<file path="config.mk">
export PLATFORM = sky130hd
export DESIGN_NAME = heartbeat_membership_table
export DESIGN_NICKNAME = d
export VERILOG_FILES = /design/src/hbmt_pkg.sv /design/src/heartbeat_membership_table.sv
export SDC_FILE = /design/constraint.sdc
export NUM_CORES = 2
export LEC_CHECK = 0
export BUFFER_PORTS_ARGS = -buffer_cell sky130_fd_sc_hd__buf_2
export CORE_MARGIN = 5
export CORE_UTILIZATION = 40
export DETAILED_ROUTE_END_ITERATION = 10
export MAX_ROUTING_LAYER = met4
export PLACE_DENSITY = 0.53
export SLEW_MARGIN = 10
export SYNTH_ARGS = -nofsm -noshare
export SYNTH_HDL_FRONTEND = slang
export SYNTH_SLANG_ARGS = --single-unit
</file>
<file path="constraint.sdc">
create_clock -name aclk -period 29.9 [get_ports aclk]
set_input_delay 2.99 -clock aclk [delete_from_list [all_inputs] [get_ports aclk]]
set_output_delay 2.99 -clock aclk [all_outputs]
set_load 0.01 [all_outputs]
</file>
<file path="src/hbmt_pkg.sv">
`timescale 1ns / 1ps

package hbmt_pkg;

    localparam int DEF_MAX_ENTRIES = 32;
    localparam logic [30:0] HB_MAX = 31'h7FFF_FFFF;

    typedef enum logic [1:0] {
        CMD_MERGE = 2'd0,
        CMD_SELF  = 2'd1,
        CMD_SWEEP = 2'd2,
        CMD_LIST  = 2'd3
    } cmd_t;

    typedef enum logic [3:0] {
        ST_ADDED     = 4'd0,
        ST_REFRESHED = 4'd1,
        ST_IGNORED   = 4'd2,
        ST_FULL      = 4'd3,
        ST_SUSPECTED = 4'd4,
        ST_REMOVED   = 4'd5,
        ST_NOCHANGE  = 4'd6,
        ST_LISTED    = 4'd7,
        ST_SELFBEAT  = 4'd8
    } status_t;

    typedef enum logic [1:0] {
        REG_SELF_ADDRESS  = 2'd0,
        REG_FAIL_TIMEOUT  = 2'd1,
        REG_CLEAN_TIMEOUT = 2'd2
    } reg_index_t;

    typedef enum logic [2:0] {
        S_IDLE,
        S_READ,
        S_EVAL,
        S_DECIDE,
        S_FINISH
    } state_t;

    typedef struct packed {
        logic [1:0]  cmd;
        logic [31:0] member_address;
        logic [30:0] heartbeat;
        logic        entry_suspected;
        logic [30:0] now_ticks;
    } in_item_t;

    typedef struct packed {
        logic [3:0]  status;
        logic [31:0] out_address;
        logic [30:0] out_heartbeat;
        logic [30:0] last_seen;
        logic        out_suspected;
        logic        last;
    } out_item_t;

    typedef struct packed {
        logic [31:0] address;
        logic [30:0] heartbeat;
        logic [30:0] seen_time;
        logic        suspect;
    } entry_t;

    function automatic out_item_t make_result(status_t st, entry_t e);
        out_item_t r;
        r.status        = st;
        r.out_address   = e.address;
        r.out_heartbeat = e.heartbeat;
        r.last_seen     = e.seen_time;
        r.out_suspected = e.suspect;
        r.last          = 1'b0;
        return r;
    endfunction

endpackage

</file>
<file path="src/heartbeat_membership_table.sv">
`timescale 1ns / 1ps

// Membership table of a heartbeat failure detector.
// s_valid/s_ready/s_data carry one command transaction (merge, self beat,
// sweep, list); m_valid/m_ready/m_data return one or more results, the final
// one flagged by last. cfg_wr_en/cfg_index/cfg_wdata write self address,
// fail timeout and clean timeout; write them only while the block is idle.
// Entries live in one memory of MAX_ENTRIES words with a registered read;
// valid bits are flip-flops. Each command walks the table one entry at a
// time (read, then evaluate and write back): a merge or self beat stops at
// the matching entry, a sweep or list always walks the whole table. One item
// is worked at a time; s_ready is high only while idle.
// Results pass through a one-deep holding stage and an output register, so
// the walk goes on while a result waits; with both full it holds until
// m_ready is seen. Reset clears all valid bits and restores the registers
// (self address 0, fail 5, clean 20); no clearing pass is needed.
module heartbeat_membership_table #(
    parameter int MAX_ENTRIES = hbmt_pkg::DEF_MAX_ENTRIES
) (
    input  logic                 aclk,
    input  logic                 aresetn,
    input  logic                 s_valid,
    output logic                 s_ready,
    input  hbmt_pkg::in_item_t   s_data,
    output logic                 m_valid,
    input  logic                 m_ready,
    output hbmt_pkg::out_item_t  m_data,
    input  logic                 cfg_wr_en,
    input  logic [1:0]           cfg_index,
    input  logic [31:0]          cfg_wdata
);

    localparam int IW = (MAX_ENTRIES > 1) ? $clog2(MAX_ENTRIES) : 1;
    localparam logic [IW-1:0] LAST_IDX = IW'(MAX_ENTRIES - 1);

    hbmt_pkg::entry_t mem [MAX_ENTRIES];
    hbmt_pkg::entry_t rdata_reg;

    hbmt_pkg::state_t    state_reg, state_next;
    hbmt_pkg::in_item_t  item_reg, item_next;
    logic signed [33:0]  tf_reg, tf_next, tc_reg, tc_next;
    logic [IW-1:0]       idx_reg, idx_next;
    logic [IW-1:0]       free_idx_reg, free_idx_next;
    logic                free_found_reg, free_found_next;
    logic                found_reg, found_next;
    logic [MAX_ENTRIES-1:0] valid_reg, valid_next;
    hbmt_pkg::out_item_t pend_reg, pend_next;
    logic                pend_valid_reg, pend_valid_next;
    hbmt_pkg::out_item_t m_data_reg, m_data_next;
    logic                m_valid_reg, m_valid_next;
    logic [31:0]         self_addr_reg, self_addr_next;
    logic [15:0]         fail_reg, fail_next, clean_reg, clean_next;

    logic                mem_we;
    logic [IW-1:0]       mem_waddr;
    hbmt_pkg::entry_t    mem_wdata;

    logic                out_free;
    logic                gen;
    hbmt_pkg::out_item_t gen_item;
    logic [31:0]         key;
    hbmt_pkg::entry_t    upd;
    logic signed [33:0]  t_ext;

    assign s_ready  = (state_reg == hbmt_pkg::S_IDLE);
    assign m_valid  = m_valid_reg;
    assign m_data   = m_data_reg;
    assign out_free = !m_valid_reg || m_ready;
    assign t_ext    = $signed({3'b000, rdata_reg.seen_time});

    always_comb begin
        self_addr_next = self_addr_reg;
        fail_next      = fail_reg;
        clean_next     = clean_reg;
        if (cfg_wr_en) begin
            case (cfg_index)
                hbmt_pkg::REG_SELF_ADDRESS:  self_addr_next = cfg_wdata;
                hbmt_pkg::REG_FAIL_TIMEOUT:  fail_next = cfg_wdata[15:0];
                hbmt_pkg::REG_CLEAN_TIMEOUT: clean_next = cfg_wdata[15:0];
                default: ;
            endcase
        end
    end

    // next state
    always_comb begin
        state_next = state_reg;
        case (state_reg)
            hbmt_pkg::S_IDLE: begin
                if (s_valid) state_next = hbmt_pkg::S_READ;
            end
            hbmt_pkg::S_READ: state_next = hbmt_pkg::S_EVAL;
            hbmt_pkg::S_EVAL: begin
                if (item_reg.cmd == hbmt_pkg::CMD_MERGE || item_reg.cmd == hbmt_pkg::CMD_SELF)
                begin
                    if (valid_reg[idx_reg] && rdata_reg.address == key) begin
                        state_next = hbmt_pkg::S_DECIDE;
                    end else if (idx_reg == LAST_IDX) begin
                        state_next = hbmt_pkg::S_DECIDE;
                    end else begin
                        state_next = hbmt_pkg::S_READ;
                    end
                end else if (!(gen && pend_valid_reg && !out_free)) begin
                    state_next = (idx_reg == LAST_IDX) ? hbmt_pkg::S_FINISH
                                                       : hbmt_pkg::S_READ;
                end
            end
            hbmt_pkg::S_DECIDE: state_next = hbmt_pkg::S_FINISH;
            hbmt_pkg::S_FINISH: begin
                if (out_free) state_next = hbmt_pkg::S_IDLE;
            end
            default: state_next = hbmt_pkg::S_IDLE;
        endcase
    end

    // datapath and outputs
    always_comb begin
        item_next       = item_reg;
        tf_next         = tf_reg;
        tc_next         = tc_reg;
        idx_next        = idx_reg;
        free_idx_next   = free_idx_reg;
        free_found_next = free_found_reg;
        found_next      = found_reg;
        valid_next      = valid_reg;
        pend_next       = pend_reg;
        pend_valid_next = pend_valid_reg;
        m_data_next     = m_data_reg;
        m_valid_next    = m_valid_reg && !m_ready;
        mem_we          = 1'b0;
        mem_waddr       = idx_reg;
        mem_wdata       = rdata_reg;
        gen             = 1'b0;
        gen_item        = '0;
        upd             = rdata_reg;
        key = (item_reg.cmd == hbmt_pkg::CMD_MERGE) ? item_reg.member_address : self_addr_reg;

        case (state_reg)
            hbmt_pkg::S_IDLE: begin
                if (s_valid) begin
                    item_next       = s_data;
                    tf_next         = $signed({3'b000, s_data.now_ticks})
                                    - $signed({18'b0, fail_reg});
                    tc_next         = $signed({3'b000, s_data.now_ticks})
                                    - $signed({18'b0, fail_reg})
                                    - $signed({18'b0, clean_reg});
                    idx_next        = '0;
                    free_found_next = 1'b0;
                    found_next      = 1'b0;
                    pend_valid_next = 1'b0;
                end
            end
            hbmt_pkg::S_READ: ;
            hbmt_pkg::S_EVAL: begin
                case (item_reg.cmd)
                    hbmt_pkg::CMD_MERGE, hbmt_pkg::CMD_SELF: begin
                        if (valid_reg[idx_reg] && rdata_reg.address == key) begin
                            found_next = 1'b1;
                        end else begin
                            if (!valid_reg[idx_reg] && !free_found_reg) begin
                                free_found_next = 1'b1;
                                free_idx_next   = idx_reg;
                            end
                            if (idx_reg != LAST_IDX) idx_next = idx_reg + 1'b1;
                        end
                    end
                    hbmt_pkg::CMD_SWEEP: begin
                        if (valid_reg[idx_reg]) begin
                            if (tc_reg > t_ext) begin
                                gen      = 1'b1;
                                gen_item = hbmt_pkg::make_result(hbmt_pkg::ST_REMOVED,
                                                                 rdata_reg);
                            end else if (tf_reg > t_ext && !rdata_reg.suspect) begin
                                upd.suspect = 1'b1;
                                gen      = 1'b1;
                                gen_item = hbmt_pkg::make_result(hbmt_pkg::ST_SUSPECTED, upd);
                            end
                        end
                    end
                    default: begin
                        if (valid_reg[idx_reg] && !rdata_reg.suspect) begin
                            gen      = 1'b1;
                            gen_item = hbmt_pkg::make_result(hbmt_pkg::ST_LISTED, rdata_reg);
                        end
                    end
                endcase
                if (item_reg.cmd == hbmt_pkg::CMD_SWEEP || item_reg.cmd == hbmt_pkg::CMD_LIST)
                begin
                    // hold on this entry while both result stages are full
                    if (!(gen && pend_valid_reg && !out_free)) begin
                        if (gen) begin
                            if (pend_valid_reg) begin
                                m_data_next  = pend_reg;
                                m_valid_next = 1'b1;
                            end
                            pend_next       = gen_item;
                            pend_valid_next = 1'b1;
                            if (gen_item.status == hbmt_pkg::ST_REMOVED) begin
                                valid_next[idx_reg] = 1'b0;
                            end else if (gen_item.status == hbmt_pkg::ST_SUSPECTED) begin
                                mem_we    = 1'b1;
                                mem_wdata = upd;
                            end
                        end
                        if (idx_reg != LAST_IDX) idx_next = idx_reg + 1'b1;
                    end
                end
            end
            hbmt_pkg::S_DECIDE: begin
                pend_valid_next = 1'b1;
                if (found_reg) begin
                    mem_waddr = idx_reg;
                    if (item_reg.cmd == hbmt_pkg::CMD_MERGE) begin
                        if (!item_reg.entry_suspected
                                && item_reg.heartbeat > rdata_reg.heartbeat) begin
                            upd.heartbeat = item_reg.heartbeat;
                            upd.seen_time = item_reg.now_ticks;
                            upd.suspect   = 1'b0;
                            mem_we    = 1'b1;
                            mem_wdata = upd;
                            pend_next = hbmt_pkg::make_result(hbmt_pkg::ST_REFRESHED, upd);
                        end else begin
                            pend_next = hbmt_pkg::make_result(hbmt_pkg::ST_IGNORED, rdata_reg);
                        end
                    end else begin
                        if (rdata_reg.heartbeat != hbmt_pkg::HB_MAX) begin
                            upd.heartbeat = rdata_reg.heartbeat + 31'd1;
                        end
                        upd.seen_time = item_reg.now_ticks;
                        mem_we    = 1'b1;
                        mem_wdata = upd;
                        pend_next = hbmt_pkg::make_result(hbmt_pkg::ST_SELFBEAT, upd);
                    end
                end else if (item_reg.cmd == hbmt_pkg::CMD_MERGE && item_reg.entry_suspected)
                begin
                    upd.address   = item_reg.member_address;
                    upd.heartbeat = item_reg.heartbeat;
                    upd.seen_time = '0;
                    upd.suspect   = 1'b0;
                    pend_next = hbmt_pkg::make_result(hbmt_pkg::ST_IGNORED, upd);
                end else if (!free_found_reg) begin
                    upd           = '0;
                    upd.address   = key;
                    pend_next = hbmt_pkg::make_result(hbmt_pkg::ST_FULL, upd);
                end else begin
                    upd.address   = key;
                    upd.heartbeat = (item_reg.cmd == hbmt_pkg::CMD_MERGE) ? item_reg.heartbeat
                                                                          : 31'd1;
                    upd.seen_time = item_reg.now_ticks;
                    upd.suspect   = 1'b0;
                    mem_we    = 1'b1;
                    mem_waddr = free_idx_reg;
                    mem_wdata = upd;
                    valid_next[free_idx_reg] = 1'b1;
                    pend_next = hbmt_pkg::make_result(
                        (item_reg.cmd == hbmt_pkg::CMD_MERGE) ? hbmt_pkg::ST_ADDED
                                                              : hbmt_pkg::ST_SELFBEAT, upd);
                end
            end
            hbmt_pkg::S_FINISH: begin
                if (out_free) begin
                    if (pend_valid_reg) begin
                        m_data_next = pend_reg;
                    end else begin
                        m_data_next        = '0;
                        m_data_next.status = hbmt_pkg::ST_NOCHANGE;
                    end
                    m_data_next.last = 1'b1;
                    m_valid_next     = 1'b1;
                    pend_valid_next  = 1'b0;
                end
            end
            default: ;
        endcase
    end

    always_ff @(posedge aclk) begin
        if (state_reg == hbmt_pkg::S_READ) rdata_reg <= mem[idx_reg];
        if (mem_we) mem[mem_waddr] <= mem_wdata;
    end

    always_ff @(posedge aclk) begin
        if (!aresetn) begin
            state_reg      <= hbmt_pkg::S_IDLE;
            valid_reg      <= '0;
            pend_valid_reg <= 1'b0;
            m_valid_reg    <= 1'b0;
            self_addr_reg  <= 32'd0;
            fail_reg       <= 16'd5;
            clean_reg      <= 16'd20;
        end else begin
            state_reg      <= state_next;
            valid_reg      <= valid_next;
            pend_valid_reg <= pend_valid_next;
            m_valid_reg    <= m_valid_next;
            self_addr_reg  <= self_addr_next;
            fail_reg       <= fail_next;
            clean_reg      <= clean_next;
        end
    end

    always_ff @(posedge aclk) begin
        item_reg       <= item_next;
        tf_reg         <= tf_next;
        tc_reg         <= tc_next;
        idx_reg        <= idx_next;
        free_idx_reg   <= free_idx_next;
        free_found_reg <= free_found_next;
        found_reg      <= found_next;
        pend_reg       <= pend_next;
        m_data_reg     <= m_data_next;
    end

    a_idle_no_pend: assert property (@(posedge aclk) disable iff (!aresetn)
        (state_reg == hbmt_pkg::S_IDLE) |-> !pend_valid_reg)
        else $error("result left pending while idle");

    a_busy_after_accept: assert property (@(posedge aclk) disable iff (!aresetn)
        (s_valid && s_ready) |=> !s_ready)
        else $error("second transaction taken during a walk");

    a_free_slot_empty: assert property (@(posedge aclk) disable iff (!aresetn)
        (state_reg == hbmt_pkg::S_DECIDE && !found_reg && free_found_reg)
        |-> !valid_reg[free_idx_reg])
        else $error("insert slot already occupied");

    a_last_ends_item: assert property (@(posedge aclk) disable iff (!aresetn)
        (state_reg == hbmt_pkg::S_FINISH && out_free) |=> (m_valid && m_data.last))
        else $error("final result not flagged");

endmodule
</file>
==> impl_metrics.ini <==
[yosys]
synth-seq-cells = 3609
synthesis.area_um2 = 142000
ys_types = 106
avgSynthCellArea_um2 = 19.7
syn_inst = 7217
ys_async_sr_fraction_pct = 0
synth_ff_type = edfxtp_1
seq_area_frac_synth_pct = 75.5
synth_enable_flop_cells = 3508
syn_nets = 7487
ys.warnings.count = 0

[pwr]
cell_internal_pwr_mw = 9.06
leakagePower_nw = 51.3
p_sw_mw = 3.13
clock_power_share_pct = 38.1
ir_drop_mv = 0.0603
comb_power_share_pct = 13.0
p_total_mw = 12.2
power_switching_share_pct = 25.7
p_seq_share_pct = 48.9
power_density_nw_per_um2 = 74.9

[drt]
post_drt_via_cell_ratio = 5.94
routedWlPerCell_um = 33.6
dr.pass1.iters = 5
drt-total-wl_um = 429000
drtIter0Drc = 9128
via_count = 75900
route.detailed.drc = 0
ant_nets = 0

[clock_network]
cts_tree = yes
htreeDepth = 5
cts_buffers = 378
cts_buffer_depth = 4
clk_pin_slew_worst_paths_ns = 0.06
post_cts.repair.setup_buffers = 0
cts_resized = 0
cts_sinks = 3609
cts_hold_buf = 0
clk_latency_ns = 0.96
clock-root-buffer = clkbuf_16

[worst_setup_path]
crit_required_ns = 30.45
cpMaxStageDelayCell = buf_4
critPathLaunchType = flip-flop
worst-setup-path-type = flip-flop to flip-flop
critical_path.max_fanout = 51
cp_cell_sequence = inv_1 > ha_1 > and3_1 > nand4_1 > nor4_1 > nor3b_2 > a221oi_4 > buf_4 > o21ai_4 > buf_4 > o22ai_1 > buf_4 > nor2_4 > buf_4 > buf_4
cp.arrival_ns = 7.57
cp_common_cell = buf_4
slowest_delay_ns = 0.94
critPathCaptureType = flip-flop
critPathTopFamily = buffers and inverters
crit_buf_inv = 6

[floorplanning]
die_h_um = 606
die_x_um = 606
die_area_um2 = 368000
rows = 219
core_area_um2 = 355000
io_pins = 238
initial_core_util_pct = 40.1

[placement]
dp_slack_ns = 22.11
place_area_um2 = 151000
gp_congestion = 0.881
dp.cells = 12100
io_buffers = 237
dp_hpwl_um = 247000

[global_routing]
grt_pass1_vias = 76400
grt_first_pass_wirelength_um = 600000
antenna_found_initial = 25
grt.overflow.total = 0
grt_use_total_pct = 23.6
grt_start_max_net_pins = 123

[sta]
max-slew-margin-rel_pct = 16.2
fin_hold_ws_ns = 0.462
worstMarginPinSlew_ns = 1.25
fin_tns_setup_ns = 0
drv_slew = 0
hold_viol_final = 0
fin_ws_ns = 22.89
fmax_ghz = 0.143
fin_crit_sh_pct = 23.5
finalCriticalPeriod_ns = 7.01
fin_worst_skew_ns = 0.0418
setup_viol = 0
rsz0062_at_grt = no

[run]
maxCapViolCount = 0

[cells_and_area]
drive_above_1_share_pct = 24.8
area_growth_pct = 14.4
fin_area_um2 = 163000
largest_reg_flops = 3040
final_cell_mix = edfxtp_1, mux4_2, a22oi_1
instances_no_fill = 12800
utilization_pct = 45.8
final_nets = 7975
final_common_cell = edfxtp_1

[run_status]
outcome = complete, no violations

[hold_path]
hold_class = flip-flop to flip-flop
cell usage after synthesis, drive strengths merged (20+ instances only):
cell type | n | area, um^2
a21o | 30 | 225
mux4 | 760 | 17100
nor4 | 27 | 194
a21boi | 63 | 473
nand2 | 353 | 1330
edfxtp | 3508 | 105000
nor2b | 110 | 688
and3 | 20 | 125
a22o | 31 | 272
a221o | 30 | 300
nand2b | 22 | 138
o211ai | 24 | 200
a21oi | 124 | 624
nor3 | 40 | 205
a22oi | 394 | 2960
o21ai | 165 | 833
nor2 | 136 | 526
clkbuf | 244 | 917
inv | 150 | 563
xnor2 | 37 | 332
ha | 132 | 1650
buf | 141 | 661
nand4 | 129 | 822
dfxtp | 101 | 2020
nand3 | 58 | 290
mux2i | 66 | 677
a32o | 32 | 320
xor2 | 38 | 348
final cells by class:
cell class / count / area, um^2
fillers: 30100 / 192000
multi-input cells: 3073 / 33600
clock inverters: 230 / 2120
inverters: 150 / 571
diodes: 10 / 25.0
flip-flops and latches: 3609 / 107000
well taps: 4751 / 5940
clock buffers: 471 / 10000
repair buffers: 493 / 3210
final timing paths:
path / startpoint / endpoint / slack, ns / depth (start not counted)
hold reg to reg: clean_reg[9] / clean_reg[9] / 0.46 / 2
hold / removal: clean_reg[9] / clean_reg[9] / 0.46 / 2
setup / recovery: rdata_reg[58] / mem[18][41] / 22.89 / 15
setup reg to reg: rdata_reg[58] / mem[18][41] / 22.89 / 15
power by group through the flow:
stage	clock, mW	combinational, mW	sequential, mW
after floorplan	0	0.951	6.05
after global placement	0	1.57	6.07
after detailed placement	0	1.60	6.07
after CTS	4.74	1.60	5.96
after global routing	4.95	1.69	5.97
final	4.64	1.58	5.97
metal layers:
| layer | global-route usage (%) | part of all wire [%] | vias up |
|---|---|---|---|
| li1 | - | - | 31000 |
| met1 | 32.1 | 42 | 41300 |
| met2 | 37.8 | 49 | 2974 |
| met3 | 2.91 | 6.3 | 604 |
| met4 | 6.91 | 3.1 | 0 |
| met5 | - | 0 | - |
worst reg2reg max path, delay by kind of cell (launching register included):
family / cells / cell delay [ns]
AO/OA/AOI/OAI: 3 / 0.43
flip-flops: 1 / 0.53
AND/OR/NAND/NOR: 5 / 2.51
buffers and inverters: 6 / 2.72
adder cells (fa/ha/maj): 1 / 0.34
cell families after synthesis:
logic type	share of synthesized area [%]
AOI/OAI and AO/OA	5.35
xor gates and xnor gates	0.478
adders and majority gates	1.19
buffers and inverters	1.50
DFF	75.5
muxes	12.5
and+or+nand+nor	3.49
(Power assumes the default switching activity.)
